$ cat src/rtl/print_job_text_scanner_assert.svh
// Assertion macros for the print job text scanner.
`ifndef PRINT_JOB_TEXT_SCANNER_ASSERT_SVH
`define PRINT_JOB_TEXT_SCANNER_ASSERT_SVH

`ifndef SYNTHESIS

// Check that the condition holds at every clock edge outside reset.
`define PJTS_ASSERT_ALWAYS(label, clk, rst, cond) \
   label: assert property (@(posedge clk) disable iff (rst) (cond)) \
      else $error("pjts assertion failed: invariant violated");

// Check that the consequent holds in the same cycle as the antecedent.
`define PJTS_ASSERT_SAME(label, clk, rst, ante, cons) \
   label: assert property (@(posedge clk) disable iff (rst) (ante) |-> (cons)) \
      else $error("pjts assertion failed: implication violated");

`else

`define PJTS_ASSERT_ALWAYS(label, clk, rst, cond)
`define PJTS_ASSERT_SAME(label, clk, rst, ante, cons)

`endif

`endif

$ cat src/rtl/pjts_pkg.sv
`default_nettype none

package pjts_pkg;

   typedef enum logic [1:0] {
      ST_VALID     = 2'd0,
      ST_BAD_SIG   = 2'd1,
      ST_BAD_BYTE  = 2'd2,
      ST_TRUNCATED = 2'd3
   } status_type;

   typedef struct packed {
      logic [7:0] data_byte;
      logic       text;
      logic       sig_bad;
      logic       last;
   } queue_entry_type;

   localparam int unsigned QUEUE_DEPTH = 4;
   localparam int unsigned QPTR_W      = $clog2(QUEUE_DEPTH);
   localparam int unsigned QCNT_W      = $clog2(QUEUE_DEPTH + 1);

   localparam logic [3:0] TEXT_START  = 4'd9;
   localparam logic [3:0] SIG_LAST    = 4'd12;
   localparam logic [3:0] UEL_LEN     = 4'd9;
   localparam logic [2:0] PREFIX_LEN  = 3'd4;

   localparam logic [7:0] CH_NUL = 8'h00;
   localparam logic [7:0] CH_LF  = 8'h0A;
   localparam logic [7:0] CH_ESC = 8'h1B;

   localparam logic [7:0] U8_CONT_LO = 8'h80;
   localparam logic [7:0] U8_CONT_HI = 8'hBF;
   localparam logic [7:0] U8_E0_LO   = 8'hA0;
   localparam logic [7:0] U8_ED_HI   = 8'h9F;
   localparam logic [7:0] U8_F0_LO   = 8'h90;
   localparam logic [7:0] U8_F4_HI   = 8'h8F;

   function automatic logic [7:0] sig_byte(input logic [3:0] idx);
      logic [7:0] b;
      case (idx)
         4'd0:    b = CH_ESC;
         4'd1:    b = 8'h25;
         4'd2:    b = 8'h2D;
         4'd3:    b = 8'h31;
         4'd4:    b = 8'h32;
         4'd5:    b = 8'h33;
         4'd6:    b = 8'h34;
         4'd7:    b = 8'h35;
         4'd8:    b = 8'h58;
         4'd9:    b = 8'h40;
         4'd10:   b = 8'h50;
         4'd11:   b = 8'h4A;
         4'd12:   b = 8'h4C;
         default: b = 8'h00;
      endcase
      return b;
   endfunction

endpackage

`default_nettype wire

$ cat src/rtl/pjts_front.sv
`default_nettype none

module pjts_front (
   input  wire logic                     clock,
   input  wire logic                     reset,
   input  wire logic                     req_valid,
   output logic                          req_stall,
   input  wire logic [7:0]               req_data_byte,
   input  wire logic                     req_end_of_input,
   input  wire logic                     q_full,
   output logic                          q_push,
   output pjts_pkg::queue_entry_type     q_push_entry
);
   import pjts_pkg::*;

   typedef enum logic [2:0] {
      PH_SIG  = 3'b001,
      PH_TEXT = 3'b010,
      PH_DONE = 3'b100
   } phase_type;

   phase_type  phase_ff, phase_in;
   logic [3:0] pos_ff, pos_in;
   logic       accept;
   logic       text;
   logic       sig_bad;

   assign req_stall = q_full;
   assign accept    = req_valid && !req_stall;

   always_comb begin
      text     = 1'b0;
      sig_bad  = 1'b0;
      phase_in = phase_ff;
      pos_in   = pos_ff;
      case (phase_ff)
         PH_SIG: begin
            if (req_data_byte != sig_byte(pos_ff)) begin
               sig_bad  = 1'b1;
               phase_in = PH_DONE;
            end else begin
               text = (pos_ff >= TEXT_START);
               if (pos_ff == SIG_LAST) begin
                  phase_in = PH_TEXT;
               end else begin
                  pos_in  = pos_ff + 4'd1;
                  sig_bad = req_end_of_input;
               end
            end
         end
         PH_TEXT: begin
            text = 1'b1;
         end
         PH_DONE: begin
            sig_bad = 1'b1;
         end
         default: begin
            sig_bad  = 1'b1;
            phase_in = PH_DONE;
         end
      endcase
      if (req_end_of_input) begin
         phase_in = PH_SIG;
         pos_in   = 4'd0;
      end
   end

   assign q_push                 = accept && (text || req_end_of_input);
   assign q_push_entry.data_byte = req_data_byte;
   assign q_push_entry.text      = text;
   assign q_push_entry.sig_bad   = sig_bad;
   assign q_push_entry.last      = req_end_of_input;

   always_ff @(posedge clock) begin
      if (reset) begin
         phase_ff <= PH_SIG;
         pos_ff   <= 4'd0;
      end else if (accept) begin
         phase_ff <= phase_in;
         pos_ff   <= pos_in;
      end
   end

endmodule

`default_nettype wire

$ cat src/rtl/pjts_queue.sv
`default_nettype none

module pjts_queue (
   input  wire logic                        clock,
   input  wire logic                        reset,
   input  wire logic                        push,
   input  wire pjts_pkg::queue_entry_type   push_entry,
   output logic                             full,
   input  wire logic                        pop,
   output logic                             pop_valid,
   output pjts_pkg::queue_entry_type        pop_entry
);
   import pjts_pkg::*;

   queue_entry_type     slot_ff [QUEUE_DEPTH];
   logic [QPTR_W-1:0]   wr_ptr_ff, wr_ptr_in;
   logic [QPTR_W-1:0]   rd_ptr_ff, rd_ptr_in;
   logic [QCNT_W-1:0]   count_ff, count_in;
   logic                do_push;
   logic                do_pop;

   assign full      = (count_ff == QCNT_W'(QUEUE_DEPTH));
   assign pop_valid = (count_ff != '0);
   assign pop_entry = slot_ff[rd_ptr_ff];
   assign do_push   = push && !full;
   assign do_pop    = pop && pop_valid;

   always_comb begin
      wr_ptr_in = do_push ? wr_ptr_ff + QPTR_W'(1) : wr_ptr_ff;
      rd_ptr_in = do_pop  ? rd_ptr_ff + QPTR_W'(1) : rd_ptr_ff;
      count_in  = count_ff;
      if (do_push && !do_pop) begin
         count_in = count_ff + QCNT_W'(1);
      end else if (!do_push && do_pop) begin
         count_in = count_ff - QCNT_W'(1);
      end
   end

   always_ff @(posedge clock) begin
      if (do_push) begin
         slot_ff[wr_ptr_ff] <= push_entry;
      end
   end

   always_ff @(posedge clock) begin
      if (reset) begin
         wr_ptr_ff <= '0;
         rd_ptr_ff <= '0;
         count_ff  <= '0;
      end else begin
         wr_ptr_ff <= wr_ptr_in;
         rd_ptr_ff <= rd_ptr_in;
         count_ff  <= count_in;
      end
   end

endmodule

`default_nettype wire

$ cat src/rtl/pjts_back.sv
`default_nettype none

module pjts_back #(
   parameter int unsigned COUNT_WIDTH = 32
) (
   input  wire logic                        clock,
   input  wire logic                        reset,
   input  wire logic                        q_valid,
   input  wire pjts_pkg::queue_entry_type   q_entry,
   output logic                             q_pop,
   output logic                             rsp_valid,
   input  wire logic                        rsp_stall,
   output logic [1:0]                       rsp_status,
   output logic [31:0]                      rsp_text_length,
   output logic [31:0]                      rsp_line_count,
   output logic [31:0]                      rsp_command_count,
   output logic [31:0]                      rsp_uel_count,
   output logic                             rsp_found_terminator,
   output logic                             rsp_all_ascii
);
   import pjts_pkg::*;

   typedef logic [COUNT_WIDTH-1:0] count_type;

   function automatic count_type sat_inc(input count_type v);
      return (&v) ? v : v + COUNT_WIDTH'(1);
   endfunction

   logic       done_ff, done_in;
   status_type held_status_ff, held_status_in;
   logic       held_term_ff, held_term_in;
   logic [1:0] pending_ff, pending_in;
   logic [7:0] low_ff, low_in;
   logic [7:0] high_ff, high_in;
   logic [2:0] prefix_ff, prefix_in;
   logic [3:0] uel_ff, uel_in;
   count_type  lf_ff, lf_in;
   count_type  cmd_ff, cmd_in;
   count_type  uelcnt_ff, uelcnt_in;
   count_type  text_ff, text_in;
   logic [7:0] prev_ff, prev_in;
   logic       ascii_ff, ascii_in;

   logic       out_valid_ff, out_valid_in;
   status_type out_status_ff, out_status_in;
   logic [31:0] out_length_ff, out_length_in;
   logic [31:0] out_lines_ff, out_lines_in;
   logic [31:0] out_cmd_ff, out_cmd_in;
   logic [31:0] out_uel_ff, out_uel_in;
   logic       out_term_ff, out_term_in;
   logic       out_ascii_ff, out_ascii_in;

   logic       take;
   logic       finish;
   logic       counted;
   logic       ok;
   logic [7:0] c;
   count_type  lines;
   status_type status;

   assign c      = q_entry.data_byte;
   assign take   = q_valid && (!q_entry.last || !out_valid_ff || !rsp_stall);
   assign finish = take && q_entry.last;
   assign q_pop  = take;

   always_comb begin
      done_in        = done_ff;
      held_status_in = held_status_ff;
      held_term_in   = held_term_ff;
      pending_in     = pending_ff;
      low_in         = low_ff;
      high_in        = high_ff;
      prefix_in      = prefix_ff;
      uel_in         = uel_ff;
      lf_in          = lf_ff;
      cmd_in         = cmd_ff;
      uelcnt_in      = uelcnt_ff;
      text_in        = text_ff;
      prev_in        = prev_ff;
      ascii_in       = ascii_ff;
      counted        = 1'b0;
      ok             = 1'b1;

      if (take && q_entry.text && !done_ff) begin
         if (c == CH_NUL) begin
            held_term_in   = 1'b1;
            held_status_in = (pending_ff != 2'd0) ? ST_TRUNCATED : ST_VALID;
            done_in        = 1'b1;
         end else begin
            if (pending_ff != 2'd0) begin
               ok = (c >= low_ff) && (c <= high_ff);
               if (ok) begin
                  pending_in = pending_ff - 2'd1;
                  low_in     = U8_CONT_LO;
                  high_in    = U8_CONT_HI;
               end
            end else if (c >= U8_CONT_LO) begin
               low_in  = U8_CONT_LO;
               high_in = U8_CONT_HI;
               case (c) inside
                  [8'hC2:8'hDF]: pending_in = 2'd1;
                  8'hE0: begin
                     pending_in = 2'd2;
                     low_in     = U8_E0_LO;
                  end
                  8'hED: begin
                     pending_in = 2'd2;
                     high_in    = U8_ED_HI;
                  end
                  [8'hE1:8'hEF]: pending_in = 2'd2;
                  8'hF0: begin
                     pending_in = 2'd3;
                     low_in     = U8_F0_LO;
                  end
                  [8'hF1:8'hF3]: pending_in = 2'd3;
                  8'hF4: begin
                     pending_in = 2'd3;
                     high_in    = U8_F4_HI;
                  end
                  default: ok = 1'b0;
               endcase
            end

            if (!ok) begin
               held_status_in = ST_BAD_BYTE;
               done_in        = 1'b1;
            end else begin
               counted = 1'b1;
               text_in = sat_inc(text_ff);
               if (c >= U8_CONT_LO) begin
                  ascii_in = 1'b0;
               end
               if (prefix_ff < PREFIX_LEN) begin
                  if (c == sig_byte(TEXT_START + 4'(prefix_ff))) begin
                     prefix_in = prefix_ff + 3'd1;
                     if (prefix_in == PREFIX_LEN) begin
                        cmd_in = sat_inc(cmd_ff);
                     end
                  end else begin
                     prefix_in = PREFIX_LEN;
                  end
               end
               if (c == CH_LF) begin
                  lf_in     = sat_inc(lf_ff);
                  prefix_in = 3'd0;
               end
               if (c == sig_byte((uel_ff >= UEL_LEN) ? 4'd0 : uel_ff)) begin
                  uel_in = ((uel_ff >= UEL_LEN) ? 4'd0 : uel_ff) + 4'd1;
                  if (uel_in == UEL_LEN) begin
                     uelcnt_in = sat_inc(uelcnt_ff);
                     uel_in    = 4'd0;
                     prefix_in = 3'd0;
                  end
               end else begin
                  uel_in = (c == CH_ESC) ? 4'd1 : 4'd0;
               end
               prev_in = c;
            end
         end
      end

      lines = (counted || prev_ff != CH_LF) ? sat_inc(lf_ff) : lf_ff;

      if (q_entry.sig_bad) begin
         status = ST_BAD_SIG;
      end else if (done_in) begin
         status = held_status_in;
      end else begin
         status = (pending_in != 2'd0) ? ST_TRUNCATED : ST_VALID;
      end

      out_valid_in  = out_valid_ff && rsp_stall;
      out_status_in = out_status_ff;
      out_length_in = out_length_ff;
      out_lines_in  = out_lines_ff;
      out_cmd_in    = out_cmd_ff;
      out_uel_in    = out_uel_ff;
      out_term_in   = out_term_ff;
      out_ascii_in  = out_ascii_ff;
      if (finish) begin
         out_valid_in  = 1'b1;
         out_status_in = status;
         out_length_in = '0;
         out_lines_in  = '0;
         out_cmd_in    = '0;
         out_uel_in    = '0;
         out_term_in   = 1'b0;
         out_ascii_in  = 1'b0;
         if (status == ST_VALID) begin
            out_length_in = 32'(text_in);
            out_lines_in  = 32'(lines);
            out_cmd_in    = 32'(cmd_in);
            out_uel_in    = 32'(uelcnt_in);
            out_term_in   = done_in && held_term_in;
            out_ascii_in  = ascii_in;
         end
      end
   end

   always_ff @(posedge clock) begin
      if (reset || finish) begin
         done_ff        <= 1'b0;
         held_status_ff <= ST_VALID;
         held_term_ff   <= 1'b0;
         pending_ff     <= 2'd0;
         low_ff         <= 8'h00;
         high_ff        <= 8'h00;
         prefix_ff      <= 3'd0;
         uel_ff         <= 4'd0;
         lf_ff          <= '0;
         cmd_ff         <= '0;
         uelcnt_ff      <= '0;
         text_ff        <= '0;
         prev_ff        <= 8'h00;
         ascii_ff       <= 1'b1;
      end else begin
         done_ff        <= done_in;
         held_status_ff <= held_status_in;
         held_term_ff   <= held_term_in;
         pending_ff     <= pending_in;
         low_ff         <= low_in;
         high_ff        <= high_in;
         prefix_ff      <= prefix_in;
         uel_ff         <= uel_in;
         lf_ff          <= lf_in;
         cmd_ff         <= cmd_in;
         uelcnt_ff      <= uelcnt_in;
         text_ff        <= text_in;
         prev_ff        <= prev_in;
         ascii_ff       <= ascii_in;
      end
   end

   always_ff @(posedge clock) begin
      if (reset) begin
         out_valid_ff <= 1'b0;
      end else begin
         out_valid_ff <= out_valid_in;
      end
   end

   always_ff @(posedge clock) begin
      out_status_ff <= out_status_in;
      out_length_ff <= out_length_in;
      out_lines_ff  <= out_lines_in;
      out_cmd_ff    <= out_cmd_in;
      out_uel_ff    <= out_uel_in;
      out_term_ff   <= out_term_in;
      out_ascii_ff  <= out_ascii_in;
   end

   assign rsp_valid            = out_valid_ff;
   assign rsp_status           = out_status_ff;
   assign rsp_text_length      = out_length_ff;
   assign rsp_line_count       = out_lines_ff;
   assign rsp_command_count    = out_cmd_ff;
   assign rsp_uel_count        = out_uel_ff;
   assign rsp_found_terminator = out_term_ff;
   assign rsp_all_ascii        = out_ascii_ff;

endmodule

`default_nettype wire

$ cat src/rtl/print_job_text_scanner.sv
// Print job text scanner: takes one byte of a print job per request, checks
// the ESC "%-12345X@PJL" signature, validates the text from offset 9 on as
// strict UTF-8 and counts lines, @PJL commands and UEL sequences. It sustains
// one request per cycle while req_stall is low; the front stage classifies
// each byte and feeds a four-entry queue, and the back stage updates the
// scan state and registers the result once the end_of_input request leaves
// the queue. While rsp_stall holds a result, text bytes keep flowing into the
// back stage and the next end-of-job byte waits at the head of the queue;
// req_stall rises once the queue is full. Counters are COUNT_WIDTH bits and
// saturate; the 32-bit result fields carry their low bits.
`default_nettype none

`include "print_job_text_scanner_assert.svh"

module print_job_text_scanner #(
   parameter int unsigned COUNT_WIDTH = 32
) (
   input  wire logic        clock,
   input  wire logic        reset,
   input  wire logic        req_valid,
   output logic             req_stall,
   input  wire logic [7:0]  req_data_byte,
   input  wire logic        req_end_of_input,
   output logic             rsp_valid,
   input  wire logic        rsp_stall,
   output logic [1:0]       rsp_status,
   output logic [31:0]      rsp_text_length,
   output logic [31:0]      rsp_line_count,
   output logic [31:0]      rsp_command_count,
   output logic [31:0]      rsp_uel_count,
   output logic             rsp_found_terminator,
   output logic             rsp_all_ascii
);
   import pjts_pkg::*;

   logic            q_push;
   logic            q_full;
   logic            q_pop;
   logic            q_valid;
   queue_entry_type q_push_entry;
   queue_entry_type q_entry;

   pjts_front u_front (
      .clock            (clock),
      .reset            (reset),
      .req_valid        (req_valid),
      .req_stall        (req_stall),
      .req_data_byte    (req_data_byte),
      .req_end_of_input (req_end_of_input),
      .q_full           (q_full),
      .q_push           (q_push),
      .q_push_entry     (q_push_entry)
   );

   pjts_queue u_queue (
      .clock      (clock),
      .reset      (reset),
      .push       (q_push),
      .push_entry (q_push_entry),
      .full       (q_full),
      .pop        (q_pop),
      .pop_valid  (q_valid),
      .pop_entry  (q_entry)
   );

   pjts_back #(
      .COUNT_WIDTH (COUNT_WIDTH)
   ) u_back (
      .clock                (clock),
      .reset                (reset),
      .q_valid              (q_valid),
      .q_entry              (q_entry),
      .q_pop                (q_pop),
      .rsp_valid            (rsp_valid),
      .rsp_stall            (rsp_stall),
      .rsp_status           (rsp_status),
      .rsp_text_length      (rsp_text_length),
      .rsp_line_count       (rsp_line_count),
      .rsp_command_count    (rsp_command_count),
      .rsp_uel_count        (rsp_uel_count),
      .rsp_found_terminator (rsp_found_terminator),
      .rsp_all_ascii        (rsp_all_ascii)
   );

   `PJTS_ASSERT_ALWAYS(a_no_push_when_full, clock, reset, !(q_push && q_full))
   `PJTS_ASSERT_SAME(a_rsp_from_last, clock, reset, $rose(rsp_valid),
      $past(q_pop && q_entry.last))
   `PJTS_ASSERT_SAME(a_fail_fields_zero, clock, reset,
      rsp_valid && (rsp_status != ST_VALID),
      (rsp_text_length == 32'd0) && (rsp_line_count == 32'd0) &&
      (rsp_command_count == 32'd0) && (rsp_uel_count == 32'd0) &&
      !rsp_found_terminator && !rsp_all_ascii)

endmodule

`default_nettype wire

$ cat config.mk
export PLATFORM = sky130hd
export DESIGN_NAME = print_job_text_scanner
export DESIGN_NICKNAME = d
export VERILOG_FILES = /design/src/rtl/pjts_pkg.sv /design/src/rtl/pjts_front.sv /design/src/rtl/pjts_queue.sv /design/src/rtl/pjts_back.sv /design/src/rtl/print_job_text_scanner.sv
export VERILOG_INCLUDE_DIRS = /design/src /design/src/rtl
export SDC_FILE = /design/constraint.sdc
export NUM_CORES = 1
export LEC_CHECK = 0
export BUFFER_PORTS_ARGS = -buffer_cell sky130_fd_sc_hd__buf_2
export CAP_MARGIN = 20
export CORE_AREA = 10 10 213 154
export CTS_BUF_LIST = sky130_fd_sc_hd__clkbuf_16
export CTS_CLUSTER_DIAMETER = 120
export DETAILED_ROUTE_END_ITERATION = 10
export DIE_AREA = 0 0 223 164
export PLACE_DENSITY = 0.79
export REMOVE_ABC_BUFFERS = 1
export SYNTH_ARGS = -nofsm -noshare
export SYNTH_HDL_FRONTEND = slang
export SYNTH_SLANG_ARGS = --single-unit
export TNS_END_PERCENT = 5
$ cat constraint.sdc
create_clock -name clock -period 6.6 [get_ports clock]
set_clock_uncertainty 0.2 [all_clocks]
set_input_delay 0.66 -clock clock [delete_from_list [all_inputs] [get_ports clock]]
set_output_delay 0.66 -clock clock [all_outputs]
set_load 0.005 [all_outputs]
==> summary.txt <==
Die
  • Ports: roughly 150
  • Core Region: about 0.029 mm2
  • Starting density of the core: between 50% and 60%
  • Site Rows: 52
  • Die width: roughly 220 um
  • Die height: 164 um
  • Die area: around 0.037 mm2

Setup path
  • Top cell by count, worst path: nor3_1
  • CP max-delay cell: mux4_1
  • Critical path depth: 12
  • Critical path fanouts, max: about 130
  • CP Class: reg2reg
  • WP buf/inv: 2
  • Crit end category: flip-flop
  • Worst R2R Setup Slack: between 1 and 1.5 ns
  • Data required time of the critical path: ~6.6 ns
  • Critical Path Sink: u_back.rsp_line_count[19]
  • Worst path arrival time: approximately 5.2 ns
  • Slowest stage delay, CP: around 0.9 ns
  • Reg-to-Reg End: u_back.rsp_line_count[19]
  • R2R depth: 12
  • Startpoint Class: flip-flop
  • CP delay by family, top: simple AND/OR/NAND/NOR gates
  • Cell-by-cell trace of the critical path: mux4_1, ha_1, nand4_1, nor3_1, a21oi_1, a221oi_1, buf_4, nor3_1, or4_4, a32oi_4, buf_12, nor3_1

Clock network
  • Clk_lat worst skew: 0.53 ns
  • Clock transition at path regs: about 0.060 ns
  • Setup Fix Bufs, Post-CTS: 0
  • CTS tree: built
  • Gates resized, CTS repair: 0
  • Root Driver: clkbuf_16
  • Clock sink count: 355
  • Clock Tree Buf Depth: 3
  • Number of buffers created by CTS: 35
  • CTS Hold Buffers Added: 0
  • H-tree Lvls: 2

Cells and area
  • Layout area overhead: 11.7%
  • Nets@finish: roughly 1800
  • Most common cell after layout, fill and taps aside: nor2_1
  • Non-filler cells, final: 2176
  • Ant diodes: 0
  • Proportion of layout cells with a drive suffix above 1: between 10% and 20%
  • Filler Cell Count: between 2000 and 2500
  • Leading cell types in the layout, fill and taps excluded: nor2_1, dfxtp_1, edfxtp_1

Timing
  • Endpoints failing setup: 0
  • Worst slew pin tran: 1.10 ns
  • Slew headroom: 26.6%
  • Hold_ws: approximately 0.20 ns
  • Period minus WS final: between 5 and 6 ns
  • Max Fclk: around 0.19 GHz
  • Final Worst Setup Slack: about 1.4 ns
  • Unrepaired setup endpoints after global routing: false
  • Final period util: roughly four fifths
  • Final Hold Violating Endpoints: 0
  • Final Slew Violations: 0

Logic synthesis
  • Mapped cell area: around 0.017 mm2
  • Number of synthesized register bits: 355
  • FFs w/ async S/R, synth: 0%
  • Post-Synthesis Cells: ~1700
  • Total number of yosys warnings: 0
  • Library cells used by synthesis: 76
  • Register area share after synthesis: 52.2%
  • Avg Cell Area, Syn: around 10 um2
  • Ys flop type: dfxtp_1
  • Post-synth EDFFs: roughly 180

Route
  • Via count: approximately 13000
  • Final wirelength: 41200 um
  • Vias per cell: between 6 and 7
  • Post-route DRC: 0
  • Routed wire length per instance: about 19 um
  • Detailed router's first-iteration violation count: 1207
  • Remaining antenna violation count: 0
  • DRT Pass-1 Iters: 5

Place
  • GP Congestion: roughly 0.87
  • Setup Slack @ Placement: 1.41 ns
  • Port buffer count: about 150
  • DP HPWL: between 20000 and 30000 um
  • Dpl cells: roughly 2100

GRT
  • Initial antenna violation count: 0
  • Total gr overflow: 0
  • First-pass GRT wire length: approximately 66000 um
  • Vias in the first global route: ~12000
  • Largest net degree at the start of global routing: about 130
  • Gr usage total: 21.7%

Job
  • Max_cap viols: 0

Power
  • P per Cell Area: approximately 360 mW/mm2
  • Cell leakage power: between 0.006 and 0.007 uW
  • Worst vdd ir: ~440 uV

Run status
  • Outcome: completed

Hold path
  • Min-Delay Path Class: in2reg
==> final cells by class <==
cell class / instances / area, um2 / share of cell area (%)
inverters: 42 / 158 / 0.832
multi-input cells: 1180 / 7540 / 39.7
clock inverters: 24 / 103 / 0.541
flip-flops and latches: 355 / 8870 / 46.8
repair buffers: 158 / 846 / 4.46
well taps: 378 / 473 / 2.49
clock buffers: 39 / 976 / 5.15
==> report_power, final <==
group	total (uW)	switching (uW)	internal (uW)	leakage, uW
sequential	2930	169	2760	0.00311
combinational	2020	1410	613	0.00255
clock	1910	854	1060	0.000568
==> synth_stat cells (6+ instances only) <==
cell	instances	area, um2
nor2_1	180	676
dfxtp_1	179	3580
edfxtp_1	176	5290
nor3_1	175	876
nand2_1	109	409
xnor2_1	89	780
clkbuf_1	73	274
xor2_1	62	543
nand3_1	60	300
a21oi_1	55	275
o21ai_0	48	240
inv_1	42	158
nand4_1	37	231
ha_1	33	413
and3_1	30	188
nor4_1	29	181
or3_1	28	175
buf_2	25	125
a211oi_1	19	143
mux2i_1	17	170
and4_1	16	140
nand2b_1	16	100
o31ai_1	15	113
or4_1	14	105
and2_1	10	62.6
mux4_2	10	225
nor2b_1	9	56.3
o2111ai_1	8	70.1
o21bai_1	8	60.1
o211ai_1	7	52.6
o21a_1	7	52.6
or2_2	7	43.8
a2bb2oi_1	6	52.6
nor3b_1	6	45.0
nor4b_1	6	52.6
==> kinds of logic (layout without fill, tap and decap cells) <==
family,after synthesis,after routing,share of synthesized area (%)
buf+inv,146,263,3.57
simple gates,752,752,22.7
xor+xnor,151,151,7.79
compound gates,215,215,8.69
flops,355,355,52.2
fa+ha+maj,34,34,2.55
mux,28,28,2.48
==> worst min-delay path by stage <==
stage / startpoint / endpoint / depth (start not counted)
3_5_place_dp: u_back.ascii_ff / u_back.ascii_ff / 2
5_1_grt: req_data_byte[7] / u_queue.slot_ff[2][10] / 1
4_1_cts: req_data_byte[7] / u_queue.slot_ff[3][10] / 1
6_report: req_data_byte[7] / u_queue.slot_ff[2][10] / 1
2_1_floorplan: u_back.ascii_ff / u_back.ascii_ff / 2
3_3_place_gp: u_back.ascii_ff / u_back.ascii_ff / 2
==> routing by layer <==
layer | wire [um] | vias to the layer above | global-route usage, %
li1 | - | 6301 | -
met1 | 18500 | 6400 | 29.6
met2 | 18900 | 445 | 34.6
met3 | 3090 | 56 | 4.78
met4 | 668 | 0 | 5.18
met5 | 0 | - | 0
==> through the flow <==
stage	utilization [%]	TNS (ns)	area [um2]	power (uW)
floorplan	-	-138.45	16500	4130
global placement	62.3	0	17900	4940
detailed placement	62.3	0	17900	4990
CTS	66.1	0	19000	6900
global route	66.1	0	19000	7190
finish	66.1	0	19000	6860
==> flip-flops by register name (all words and copies together), names as in the netlist, 4 cells and up, named ones only <==
| name | count |
|---|---|
| u_queue.slot_ff | 44 |
| u_back.rsp_line_count | 32 |
| u_back.lf_ff | 32 |
| u_back.prev_ff | 8 |
| u_back.rsp_command_count | 32 |
| u_back.uel_ff | 4 |
| u_back.rsp_text_length | 32 |
| u_back.uelcnt_ff | 32 |
| u_front.pos_ff | 4 |
| u_back.rsp_uel_count | 32 |
| u_back.text_ff | 32 |
| u_back.cmd_ff | 32 |
No activity file was read; power rests on OpenSTA's default activity.
